`src/hw/rtl/ssqe_pkg.sv`:
```
// Shared types and constants for the stock span query engine.
// Used by the cell, chain, controller, top level and checker; depends on nothing.

package ssqe_pkg;

  localparam int STORE_DEPTH = 1024;
  localparam int SAMPLE_W    = 16;
  localparam int IDX_W       = $clog2(STORE_DEPTH);
  localparam int COUNT_W     = 11;
  localparam int MINUTE_W    = 12;
  localparam int STATUS_W    = 3;

  localparam logic [COUNT_W-1:0]  MAX_RESET = COUNT_W'(1024);
  localparam logic [COUNT_W-1:0]  DEPTH_CNT = COUNT_W'(STORE_DEPTH);
  localparam logic [IDX_W-1:0]    LAST_IDX  = IDX_W'(STORE_DEPTH - 1);
  localparam logic signed [SAMPLE_W-1:0] Q78_HI = SAMPLE_W'(25600);
  localparam logic signed [SAMPLE_W-1:0] Q78_LO = -SAMPLE_W'(25600);

  localparam logic KIND_LOAD  = 1'b0;
  localparam logic KIND_QUERY = 1'b1;

  typedef enum logic [STATUS_W-1:0] {
    ST_LOADED  = 3'd0,
    ST_FULL    = 3'd1,
    ST_RANGE   = 3'd2,
    ST_CORRUPT = 3'd3,
    ST_SPAN    = 3'd4
  } status_t;

  typedef enum logic [1:0] {
    OP_HOLD,
    OP_LOAD,
    OP_ROTATE
  } chain_op_t;

  typedef enum logic [1:0] {
    S_IDLE,
    S_WALK,
    S_DONE
  } state_t;

  typedef struct packed {
    logic                       ok;
    logic signed [SAMPLE_W-1:0] value;
  } sample_t;

  typedef struct packed {
    chain_op_t op;
    sample_t   din;
  } chain_ctl_t;

endpackage

```
`src/hw/rtl/ssqe_ctrl.sv`:
```
// Controller: limit register, sample count, query walk over the rotating chain
// and the result register. Depends on ssqe_pkg.

module ssqe_ctrl (
  input  logic                              clk,
  input  logic                              rst,
  input  logic                              cfg_wr_en,
  input  logic [ssqe_pkg::COUNT_W-1:0]      cfg_wr_data,
  input  logic                              in_valid,
  output logic                              in_stall,
  input  logic                              kind,
  input  logic signed [ssqe_pkg::SAMPLE_W-1:0] sample_value,
  input  logic                              parse_ok,
  input  logic signed [ssqe_pkg::MINUTE_W-1:0] query_minute,
  output logic                              out_valid,
  input  logic                              out_stall,
  output logic [ssqe_pkg::STATUS_W-1:0]     status,
  output logic [ssqe_pkg::COUNT_W-1:0]      span,
  output logic [ssqe_pkg::COUNT_W-1:0]      stored_count,
  output ssqe_pkg::chain_ctl_t              chain_ctl,
  input  ssqe_pkg::sample_t                 head
);
  import ssqe_pkg::*;

  state_t                     state;
  state_t                     state_next;
  logic [COUNT_W-1:0]         max_samples;
  logic [COUNT_W-1:0]         count;
  logic [COUNT_W-1:0]         count_next;
  logic [IDX_W-1:0]           cyc;
  logic [IDX_W-1:0]           skip;
  logic signed [SAMPLE_W-1:0] ref_value;
  logic [COUNT_W-1:0]         span_cnt;
  logic                       alive;
  logic                       corrupt;

  logic                       accept;
  logic [COUNT_W-1:0]         limit;
  logic                       full;
  logic                       minute_ok;
  logic                       sample_ok;
  logic                       res_write;
  status_t                    res_status;
  logic [COUNT_W-1:0]         res_span;
  logic                       walk_start;

  assign in_stall  = (state != S_IDLE) || (out_valid && out_stall);
  assign accept    = in_valid && !in_stall;
  assign limit     = (max_samples > DEPTH_CNT) ? DEPTH_CNT : max_samples;
  assign full      = count >= limit;
  assign minute_ok = !query_minute[MINUTE_W-1] && (query_minute[COUNT_W-1:0] < count);
  assign sample_ok = parse_ok && (sample_value != '0) &&
                     (sample_value >= Q78_LO) && (sample_value <= Q78_HI);

  always_ff @(posedge clk) begin
    if (rst) begin
      state <= S_IDLE;
    end else begin
      state <= state_next;
    end
  end

  always_comb begin
    state_next    = state;
    chain_ctl.op  = OP_HOLD;
    chain_ctl.din = '{ok: sample_ok, value: sample_value};
    count_next    = count;
    res_write     = 1'b0;
    res_status    = ST_LOADED;
    res_span      = '0;
    walk_start    = 1'b0;
    case (state)
      S_IDLE: begin
        if (accept) begin
          if (kind == KIND_LOAD) begin
            res_write = 1'b1;
            if (full) begin
              res_status = ST_FULL;
            end else begin
              chain_ctl.op = OP_LOAD;
              count_next   = count + COUNT_W'(1);
              res_status   = ST_LOADED;
            end
          end else if (!minute_ok) begin
            res_write  = 1'b1;
            res_status = ST_RANGE;
          end else begin
            walk_start = 1'b1;
            state_next = S_WALK;
          end
        end
      end
      S_WALK: begin
        chain_ctl.op = OP_ROTATE;
        if (cyc == LAST_IDX) begin
          state_next = S_DONE;
        end
      end
      S_DONE: begin
        res_write  = 1'b1;
        res_status = corrupt ? ST_CORRUPT : ST_SPAN;
        res_span   = corrupt ? '0 : span_cnt;
        state_next = S_IDLE;
      end
      default: begin
        state_next = S_IDLE;
      end
    endcase
  end

  always_ff @(posedge clk) begin
    if (rst) begin
      max_samples <= MAX_RESET;
      count       <= '0;
      out_valid   <= 1'b0;
    end else begin
      if (cfg_wr_en) begin
        max_samples <= cfg_wr_data;
      end
      count <= count_next;
      if (res_write) begin
        out_valid <= 1'b1;
      end else if (!out_stall) begin
        out_valid <= 1'b0;
      end
    end
  end

  always_ff @(posedge clk) begin
    if (res_write) begin
      status       <= res_status;
      span         <= res_span;
      stored_count <= count_next;
    end
    if (walk_start) begin
      cyc     <= '0;
      skip    <= IDX_W'(count - COUNT_W'(1) - query_minute[COUNT_W-1:0]);
      alive   <= 1'b0;
      corrupt <= 1'b0;
      span_cnt <= '0;
    end else if (state == S_WALK) begin
      cyc <= cyc + IDX_W'(1);
      if (cyc == skip) begin
        if (!head.ok) begin
          corrupt <= 1'b1;
        end else begin
          ref_value <= head.value;
          span_cnt  <= COUNT_W'(1);
          alive     <= 1'b1;
        end
      end else if (alive) begin
        if (({1'b0, cyc} < count) && head.ok && (head.value <= ref_value)) begin
          span_cnt <= span_cnt + COUNT_W'(1);
        end else begin
          alive <= 1'b0;
        end
      end
    end
  end

endmodule

```
`config.mk`:
```
export PLATFORM = sky130hd
export DESIGN_NAME = ssqe_ctrl
export DESIGN_NICKNAME = d
export VERILOG_FILES = /design/src/hw/rtl/ssqe_pkg.sv /design/src/hw/rtl/ssqe_ctrl.sv
export SDC_FILE = /design/constraint.sdc
export NUM_CORES = 1
export LEC_CHECK = 0
export ABC_AREA = 0
export BUFFER_PORTS_ARGS = -buffer_cell sky130_fd_sc_hd__buf_2
export CORE_ASPECT_RATIO = 0.9
export CORE_MARGIN = 2
export CORE_UTILIZATION = 55
export CTS_CLUSTER_DIAMETER = 40
export CTS_CLUSTER_SIZE = 16
export DETAILED_ROUTE_END_ITERATION = 8
export PLACE_DENSITY = 0.8
export SLEW_MARGIN = 20
export SYNTH_ARGS = -nofsm -noshare
export SYNTH_HDL_FRONTEND = slang
export SYNTH_SLANG_ARGS = --single-unit
```
`constraint.sdc`:
```
create_clock -name clk -period 3.15 [get_ports clk]
set_clock_uncertainty 0.05 [all_clocks]
set_input_delay 0.315 -clock clk [delete_from_list [all_inputs] [get_ports clk]]
set_output_delay 0.315 -clock clk [all_outputs]
set_load 0.01 [all_outputs]
```
## After elaboration in Yosys (flattened, before gate mapping)

Index checks and enable logic that the tools add are counted.

- $add $sub $neg: 5
- Magnitude comparators: 7
- Equal/unequal tests: 10
- Mux-type cells: 38
- Bitwise operators: 3
- Reductions and logical operators: 22

Operators by type and width:

| cell | count |
|---|---|
| $mux W11 | 9 |
| $add A11 B1 Y11 const B | 2 |
| $mux W1 | 17 |
| $ge A16 B16 Y1 const B | 1 |
| $le A16 B16 Y1 | 1 |
| $le A16 B16 Y1 const B | 1 |
| $reduce_bool A16 Y1 | 1 |
| $reduce_and A4 Y1 | 3 |
| $ge A11 B11 Y1 | 1 |
| $gt A11 B11 Y1 const B | 1 |
| $lt A10 B11 Y1 | 1 |
| $lt A11 B11 Y1 | 1 |
| $add A10 B1 Y10 const B | 1 |
| $eq A10 B10 Y1 | 1 |
| $eq A10 B10 Y1 const B | 1 |
| $mux W2 | 5 |
| $ne A2 B2 Y1 const B | 5 |
| $sub A10 B1 Y10 const B | 1 |
| $sub A10 B10 Y10 | 1 |
| $mux W3 | 3 |
| $logic_and A1 B1 Y1 | 8 |
| $pmux W2 S2 | 2 |
| $pmux W3 S2 | 1 |
| $reduce_bool A2 Y1 | 3 |
| other kinds (11) | 14 |

- Flip-flop bits (word level): 99
- Bits of input ports: 63
- Output and inout port bits: 46
- Logic and storage cells: 98

## Depth between registers and ports, before layout

Gate-level depths: netlist (run 1).

- Word-level depth: 8
- Gate-level depth with buffers: 12
- Mapped depth without buffers: 10

## Least setup slack after synthesis (run 1)

No wires, ideal clock.

- Path type: register to register
- Start: register cyc[3]
- End: register span_cnt[5]
- Library setup time: 0.122 ns
- Data arrival time: 2.496 ns
- Required time: 2.978 ns
- Setup slack: 0.482 ns
- Cell stages (with the launch flop): 8
- Buffers on the path: 1
- Period minus slack after synthesis: 2.668 ns
- Cells stage by stage: dfxtp_1 > clkbuf_1 > xor2_1 > nor4_1 > nand4_1 > nor2_1 > nor3_2 > a221o_1

- Cells in the longest elaborated chain, start to end: 5

Ends and longest elaborated chain:

| item | line | source |
|---|---|---|
| from (decl) | ssqe_ctrl.sv:30 | `logic [IDX_W-1:0] cyc;` |
| from (signal assigned) | ssqe_ctrl.sv:142 | `cyc <= cyc + IDX_W'(1);` |
| $lt A10 B11 Y1 | ssqe_ctrl.sv:152 | `if (({1'b0, cyc} < count) && head.ok && (head.value <= ref_value)) begin` |
| $logic_and A1 B1 Y1 (2 in a row) | ssqe_ctrl.sv:152 |  |
| $reduce_bool A2 Y1 (no line) | -- |  |
| $reduce_and A4 Y1 (no line) | -- |  |
| to (signal assigned) | ssqe_ctrl.sv:153 | `span_cnt <= span_cnt + COUNT_W'(1);` |
| to (decl) | ssqe_ctrl.sv:33 | `logic [COUNT_W-1:0] span_cnt;` |

Several ways; a longest one is shown, not always the timed one.
A chain may end at the register's enable or synchronous reset.

## Worst setup path after layout (run 1)

- Start: register count[7]
- End: register span_cnt[0]

- Cells in the longest elaborated chain, start to end: 6

Ends and longest elaborated chain:

| item | line | source |
|---|---|---|
| from (decl) | ssqe_ctrl.sv:28 | `logic [COUNT_W-1:0] count;` |
| from (signal assigned) | ssqe_ctrl.sv:120 | `count <= count_next;` |
| $lt A11 B11 Y1 | ssqe_ctrl.sv:51 | `assign minute_ok = !query_minute[MINUTE_W-1] && (query_minute[COUNT_W-1:0] < count);` |
| $logic_and A1 B1 Y1 | ssqe_ctrl.sv:51 |  |
| $mux W1 | ssqe_ctrl.sv:84 | `end else if (!minute_ok) begin` |
| $mux W1 | ssqe_ctrl.sv:75 | `if (kind == KIND_LOAD) begin` |
| $mux W1 | ssqe_ctrl.sv:74 | `if (accept) begin` |
| $mux W1 | ssqe_ctrl.sv:72 | `case (state)` |

Several ways; a longest one is shown, not always the timed one.

==> flow_metrics.env, run 1 <==
export IMPL_place_ws_ns=0.394
export IMPL_die_h_um=99.6
export IMPL_syn_avg_cell_area_um2=10.2
export IMPL_syn_inst=549
export IMPL_drive_gt1_share_pct=23.7
export IMPL_firstDrtPassIters=4
export IMPL_ys_ff_latch=99
export IMPL_num_rows=34
export IMPL_dpl_hpwl_mm=9.36
export IMPL_setup_viol=0
export IMPL_powerDensity_nw_per_um2=469
export IMPL_slowest_delay_ns=0.42
export IMPL_synth_top_cell_area_share_pct=27.4
export IMPL_cp_arrival_ns=2.95
export IMPL_status="finished clean"
export IMPL_synth_cell_types=58
export IMPL_cts_resized=0
export IMPL_timing_final_ws_setup_ns=0.363
export IMPL_synth_warnings=0
export IMPL_hold_viol_final=0
export IMPL_core_area_um2=9780
export IMPL_drcViolationCount=0
export IMPL_vdd_drop_max_uv=342
export IMPL_grt_pass1_wl_mm=19.4
export IMPL_synth_edf_count=51
export IMPL_htreeDepth=3
export IMPL_cts_made_buffers=9
export IMPL_postRouteWirelength_mm=11.7
export IMPL_rsz0062_at_grt="no"
export IMPL_synth_net_count=671
export IMPL_initial_utilization_pct=57.1
export IMPL_async_reset_ff_share_pct=0
export IMPL_clockBufferDepth=2
export IMPL_cts_sinks=99
export IMPL_min_path_type="input port to flip-flop"
export IMPL_nets=768
export IMPL_antenna_cells=0
export IMPL_area_delta_synth_final_pct=15.1
export IMPL_tightest_slew_ns=0.720
export IMPL_grt_pass1_vias=4180
export IMPL_power_leakage_uw=0.00289
export IMPL_fmax_mhz=359
export IMPL_detail_route_antenna_nets=0
export IMPL_post_cts_buffers=0
export IMPL_cts_tree="yes"
export IMPL_synth_flop_cell="edfxtp_1"
export IMPL_wl_per_cell_um=15.1
export IMPL_yosys_top_cells_area="edfxtp_1 (27%), dfxtp_1 (17%), ha_1 (13%)"
export IMPL_io_buffers=108
export IMPL_grt_max_degree=30
export IMPL_fp_dieW_um=110
export IMPL_place_gp_congestion=0.894
export IMPL_overflow=0
export IMPL_timing_final_crit_share_pct=88.5
export IMPL_syn_area_um2=5590
export IMPL_timing_slew_headroom_pct=50.8
export IMPL_antenna_found_initial=0
export IMPL_io_pin_count=109
export IMPL_crit_chain="inv_1, ha_1, a21o_1, a22o_1, nor4_1, a21oi_2, a311oi_4, and2_1, a211oi_1"
export IMPL_viasPerCell=5.51
export IMPL_vias=4281
export IMPL_hold_buffers=0
export IMPL_cpMaxStageDelayCell="dfxtp_1"
export IMPL_clock_latency_ns=0.35
export IMPL_ys_seq_area_share_pct=44.6
export IMPL_min_period_ns=2.79
export IMPL_first_iter_violations=187
export IMPL_tns_ns=0
export IMPL_root_buffer="clkbuf_16"
export IMPL_slew_violations=0
export IMPL_fillers=807
export IMPL_grt_usage_pct=22.7
export IMPL_crit_path_start_kind="flip-flop"
export IMPL_yosysMostFrequentCell="ha_1"
export IMPL_synth_largest_area_cell="edfxtp_1"
export IMPL_design_die_area_um2=11000
export IMPL_crit_type="flip-flop to flip-flop"
export IMPL_utilization_pct=65.8
export IMPL_maxCapViolCount=0
export IMPL_cp_required_ns=3.32
export IMPL_synth_common_cells="ha_1 (58), edfxtp_1 (51), nor2_1 (49)"
export IMPL_clk_pin_slew_ns=0.07
export IMPL_path_max_fanout=10
export IMPL_critPathCaptureType="flip-flop"
[sequential cells by signal (all words and copies together) (netlist names), 2 cells and up]
register,count
state,2
count,11
span,11
cyc,10
stored_count,11
max_samples,11
status,3
ref_value,16
skip,10
span_cnt,11
[worst paths after layout]
check | from | end | slack, ns | cells after the start
worst min register to register | max_samples[1] | max_samples[1] | 0.45 | 2
worst max-delay path | count[7] | span_cnt[0] | 0.36 | 9
worst max register to register | count[7] | span_cnt[0] | 0.36 | 9
worst min-delay path | head[0] | ref_value[0] | 0.11 | 1
[logic make-up (layout without fill, tap and decap cells)]
family	after synthesis	count (layout)	share of synthesized area (%)
AND/OR/NAND/NOR	183	183	17.3
XOR/XNOR	35	35	5.48
buffers and inverters	78	180	6.54
adder cells (fa/ha/maj)	59	59	13.3
flip-flops	99	99	44.6
AO/OA/AOI/OAI	85	85	11.0
multiplexers	10	10	1.79
[layer usage]
| layer | share of wire (%) | up-vias | global-route usage [%] |
|---|---|---|---|
| met3 | 6.7 | 18 | 4.78 |
| met5 | 0 | - | 0 |
| met1 | 45 | 1998 | 30.6 |
| met2 | 46 | 139 | 36.3 |
| li1 | - | 2126 | - |
| met4 | 1.8 | 0 | 7.98 |
[stage by stage]
stage,hold WS (ns),cell area (um2),total power [uW],std cells
after floorplan,0.364,5590,1870,549
after global placement,0.429,6170,2020,761
after detailed placement,0.435,6170,2040,761
after CTS,0.0996,6440,3040,777
after global routing,0.104,6440,3160,777
final,0.108,6440,3020,777
[final cells by class]
class	count	area, um2	share of cell area [%]
Clock inverter	7	45.0	0.700
Inverter	49	184	2.86
Clock buffer	9	225	3.50
Sequential cell	99	2490	38.7
Timing Repair Buffer	115	593	9.21
Tap cell	126	158	2.45
Multi-Input combinational cell	372	2740	42.6
[cell usage in the layout (no fill, tap or decap), types with 3 or more instances in the layout]
cell type / instances
a221o_1: 7
xnor2_1: 20
nor3_1: 6
a211oi_1: 5
buf_2: 108
edfxtp_1: 51
and2_1: 22
ha_1: 58
o21a_1: 3
and3_2: 5
xor2_1: 15
nand3_1: 16
nor2b_1: 6
dfxtp_1: 48
nand2b_1: 3
or2_2: 5
and3_1: 5
nand4_1: 13
clkbuf_16: 9
inv_1: 48
a21o_1: 7
o21bai_1: 3
nor4_1: 8
o21ai_0: 10
a22o_1: 3
buf_4: 7
nand2_1: 32
mux2i_1: 10
nor2_1: 49
a21oi_1: 24
clkinvlp_4: 3
[worst max-delay path, delay by kind of cell, from the launching register on]
family | cells | cell delay [ns]
AO/OA/AOI/OAI | 5 | 1.06
AND/OR/NAND/NOR | 2 | 0.67
flip-flops | 1 | 0.42
adder cells (fa/ha/maj) | 1 | 0.32
buffers and inverters | 1 | 0.13
[report_power, final]
part / total [uW] / switching [uW] / internal, uW
clock: 1010 / 474 / 531
sequential: 1550 / 113 / 1440
combinational: 458 / 236 / 222
total: 3020 / 823 / 2190
No activity file was read; power rests on OpenSTA's default activity.
==> run 2, diff against run 1 <==
--- a/config.mk
+++ b/config.mk
@@ -10,6 +10,7 @@
 export CORE_ASPECT_RATIO = 0.9
 export CORE_MARGIN = 2
 export CORE_UTILIZATION = 55
+export CTS_BUF_LIST = sky130_fd_sc_hd__clkbuf_4
 export CTS_CLUSTER_DIAMETER = 40
 export CTS_CLUSTER_SIZE = 16
 export DETAILED_ROUTE_END_ITERATION = 8
==> flow_metrics.env, run 2 (same netlist as run 1, synthesis figures left out) <==
export IMPL_detail_route_antenna_nets=0
export IMPL_drcViolationCount=0
export IMPL_status="finished clean"
export IMPL_firstDrtPassIters=4
export IMPL_io_pin_count=109
export IMPL_vdd_drop_max_uv=286
export IMPL_fmax_mhz=344
export IMPL_crit_path_start_kind="flip-flop"
export IMPL_crit_type="flip-flop to output port"
export IMPL_clkPwrFrac_pct=22.2
export IMPL_cts_sinks=99
export IMPL_wl_per_cell_um=14.9
export IMPL_area_delta_synth_final_pct=15.4
export IMPL_antenna_found_initial=0
export IMPL_clk_pin_slew_ns=0.15
export IMPL_combPwrFrac_pct=18.2
export IMPL_tightest_slew_ns=0.664
export IMPL_min_path_type="input port to flip-flop"
export IMPL_internal_power_uw=1830
export IMPL_cts_tree="yes"
export IMPL_critPathCaptureType="output port"
export IMPL_critPathLaunch="max_samples[10]"
export IMPL_first_iter_violations=195
export IMPL_tns_ns=0
export IMPL_p_sw_uw=772
export IMPL_vias=4336
export IMPL_fp_dieW_um=110
export IMPL_slew_violations=0
export IMPL_num_rows=34
export IMPL_final_cell_mix="buf_2 (108), ha_1 (58), edfxtp_1 (51)"
export IMPL_final_common_cell="buf_2"
export IMPL_htreeDepth=3
export IMPL_postRouteWirelength_mm=11.8
export IMPL_viasPerCell=5.46
export IMPL_r2r_end="span_cnt[0]"
export IMPL_grt_pass1_wl_mm=19.6
export IMPL_worstSetupEndpoint="chain_ctl[17]"
export IMPL_cts_made_buffers=9
export IMPL_post_cts_buffers=0
export IMPL_grt_max_degree=30
export IMPL_drive_gt1_share_pct=23.1
export IMPL_power_leakage_uw=0.00289
export IMPL_switching_share_pct=29.6
export IMPL_max_flop_register="ref_value"
export IMPL_r2r_start="count[5]"
export IMPL_nets=785
export IMPL_initial_utilization_pct=57.1
export IMPL_path_max_fanout=10
export IMPL_die_h_um=99.6
export IMPL_power_uw=2610
export IMPL_setup_viol=0
export IMPL_cp_arrival_ns=2.54
export IMPL_clock_latency_ns=0.46
export IMPL_powerDensity_nw_per_um2=404
export IMPL_largest_reg_flops=16
export IMPL_design_die_area_um2=11000
export IMPL_min_period_ns=2.91
export IMPL_clockBufferDepth=2
export IMPL_ff2ff_setup_slack_ns=0.36
export IMPL_dpl_hpwl_mm=9.36
export IMPL_antenna_cells=0
export IMPL_grt_pass1_vias=4206
export IMPL_place_gp_congestion=0.894
export IMPL_maxCapViolCount=0
export IMPL_core_area_um2=9780
export IMPL_io_buffers=108
export IMPL_cp_required_ns=2.78
export IMPL_timing_slew_headroom_pct=54.6
export IMPL_root_buffer="clkbuf_4"
export IMPL_r2r_cells=9
export IMPL_grt_usage_pct=23.0
export IMPL_overflow=0
export IMPL_timing_final_crit_share_pct=92.4
export IMPL_p_seq_share_pct=59.7
export IMPL_rsz0062_at_grt="no"
export IMPL_hold_viol_final=0
run 2: what timing repair did:
item	4_1_cts	5_1_grt
hold endpoints to repair	17	0
resized for setup	0	0
hold buffers	17	0
run 2: cell type report:
cell class / instances / area (um2)
sequential: 99 / 2490
multi-input combinational: 372 / 2740
clock buffer: 9 / 67.6
tap: 126 / 158
inverter: 49 / 184
fill: 805 / 3340
timing repair buffer: 132 / 763
clock inverter: 7 / 45.0
run 2: worst min path at each step:
| stage | startpoint | end | slack (ns) | cells past startpoint |
|---|---|---|---|---|
| after global routing | cfg_wr_data[8] | max_samples[8] | 0.01 | 3 |
| after CTS | cfg_wr_data[8] | max_samples[8] | 0.004 | 3 |
| final | cfg_wr_data[8] | max_samples[8] | 0.03 | 3 |
| after floorplan | head[0] | ref_value[0] | 0.36 | 0 |
| after global placement | max_samples[0] | max_samples[0] | 0.43 | 2 |
| after detailed placement | max_samples[8] | max_samples[8] | 0.44 | 2 |
run 2: power groups by stage:
stage	sequential, uW	combinational [uW]	clock [uW]
2_1_floorplan	1550	318	0
3_3_place_gp	1580	440	0
3_5_place_dp	1590	458	0
4_1_cts	1560	477	594
5_1_grt	1570	537	640
6_report	1550	474	578
run 2: worst max-delay path, stage by stage, from the launching register on:
cell	delay (ns)
dfxtp_1	0.33
inv_1	0.13
buf_4	0.17
nand2_1	0.06
ha_1	0.18
a2111oi_0	0.38
o21bai_1	0.13
a211oi_1	0.32
buf_4	0.24
buf_2	0.15
run 2: metrics by stage:
stage          utilization, %  area (um2)  hold WS, ns  worst slack (ns)  std cells
4_1_cts                  65.9        6450      0.00353             0.231        794
3_3_place_gp             63.0        6170        0.429             0.492        761
2_1_floorplan               -        5590        0.364             0.482        549
6_report                 65.9        6450       0.0313             0.240        794
3_5_place_dp             63.0        6170        0.435             0.394        761
5_1_grt                  65.9        6450       0.0143            0.0389        794
run 2: routing by layer:
| metal | track usage [%] | share of wire (%) |
|---|---|---|
| met1 | 30.4 | 45 |
| met2 | 37.8 | 47 |
| met3 | 5.11 | 6.3 |
| met4 | 6.63 | 1.4 |
| met5 | 0 | 0 |
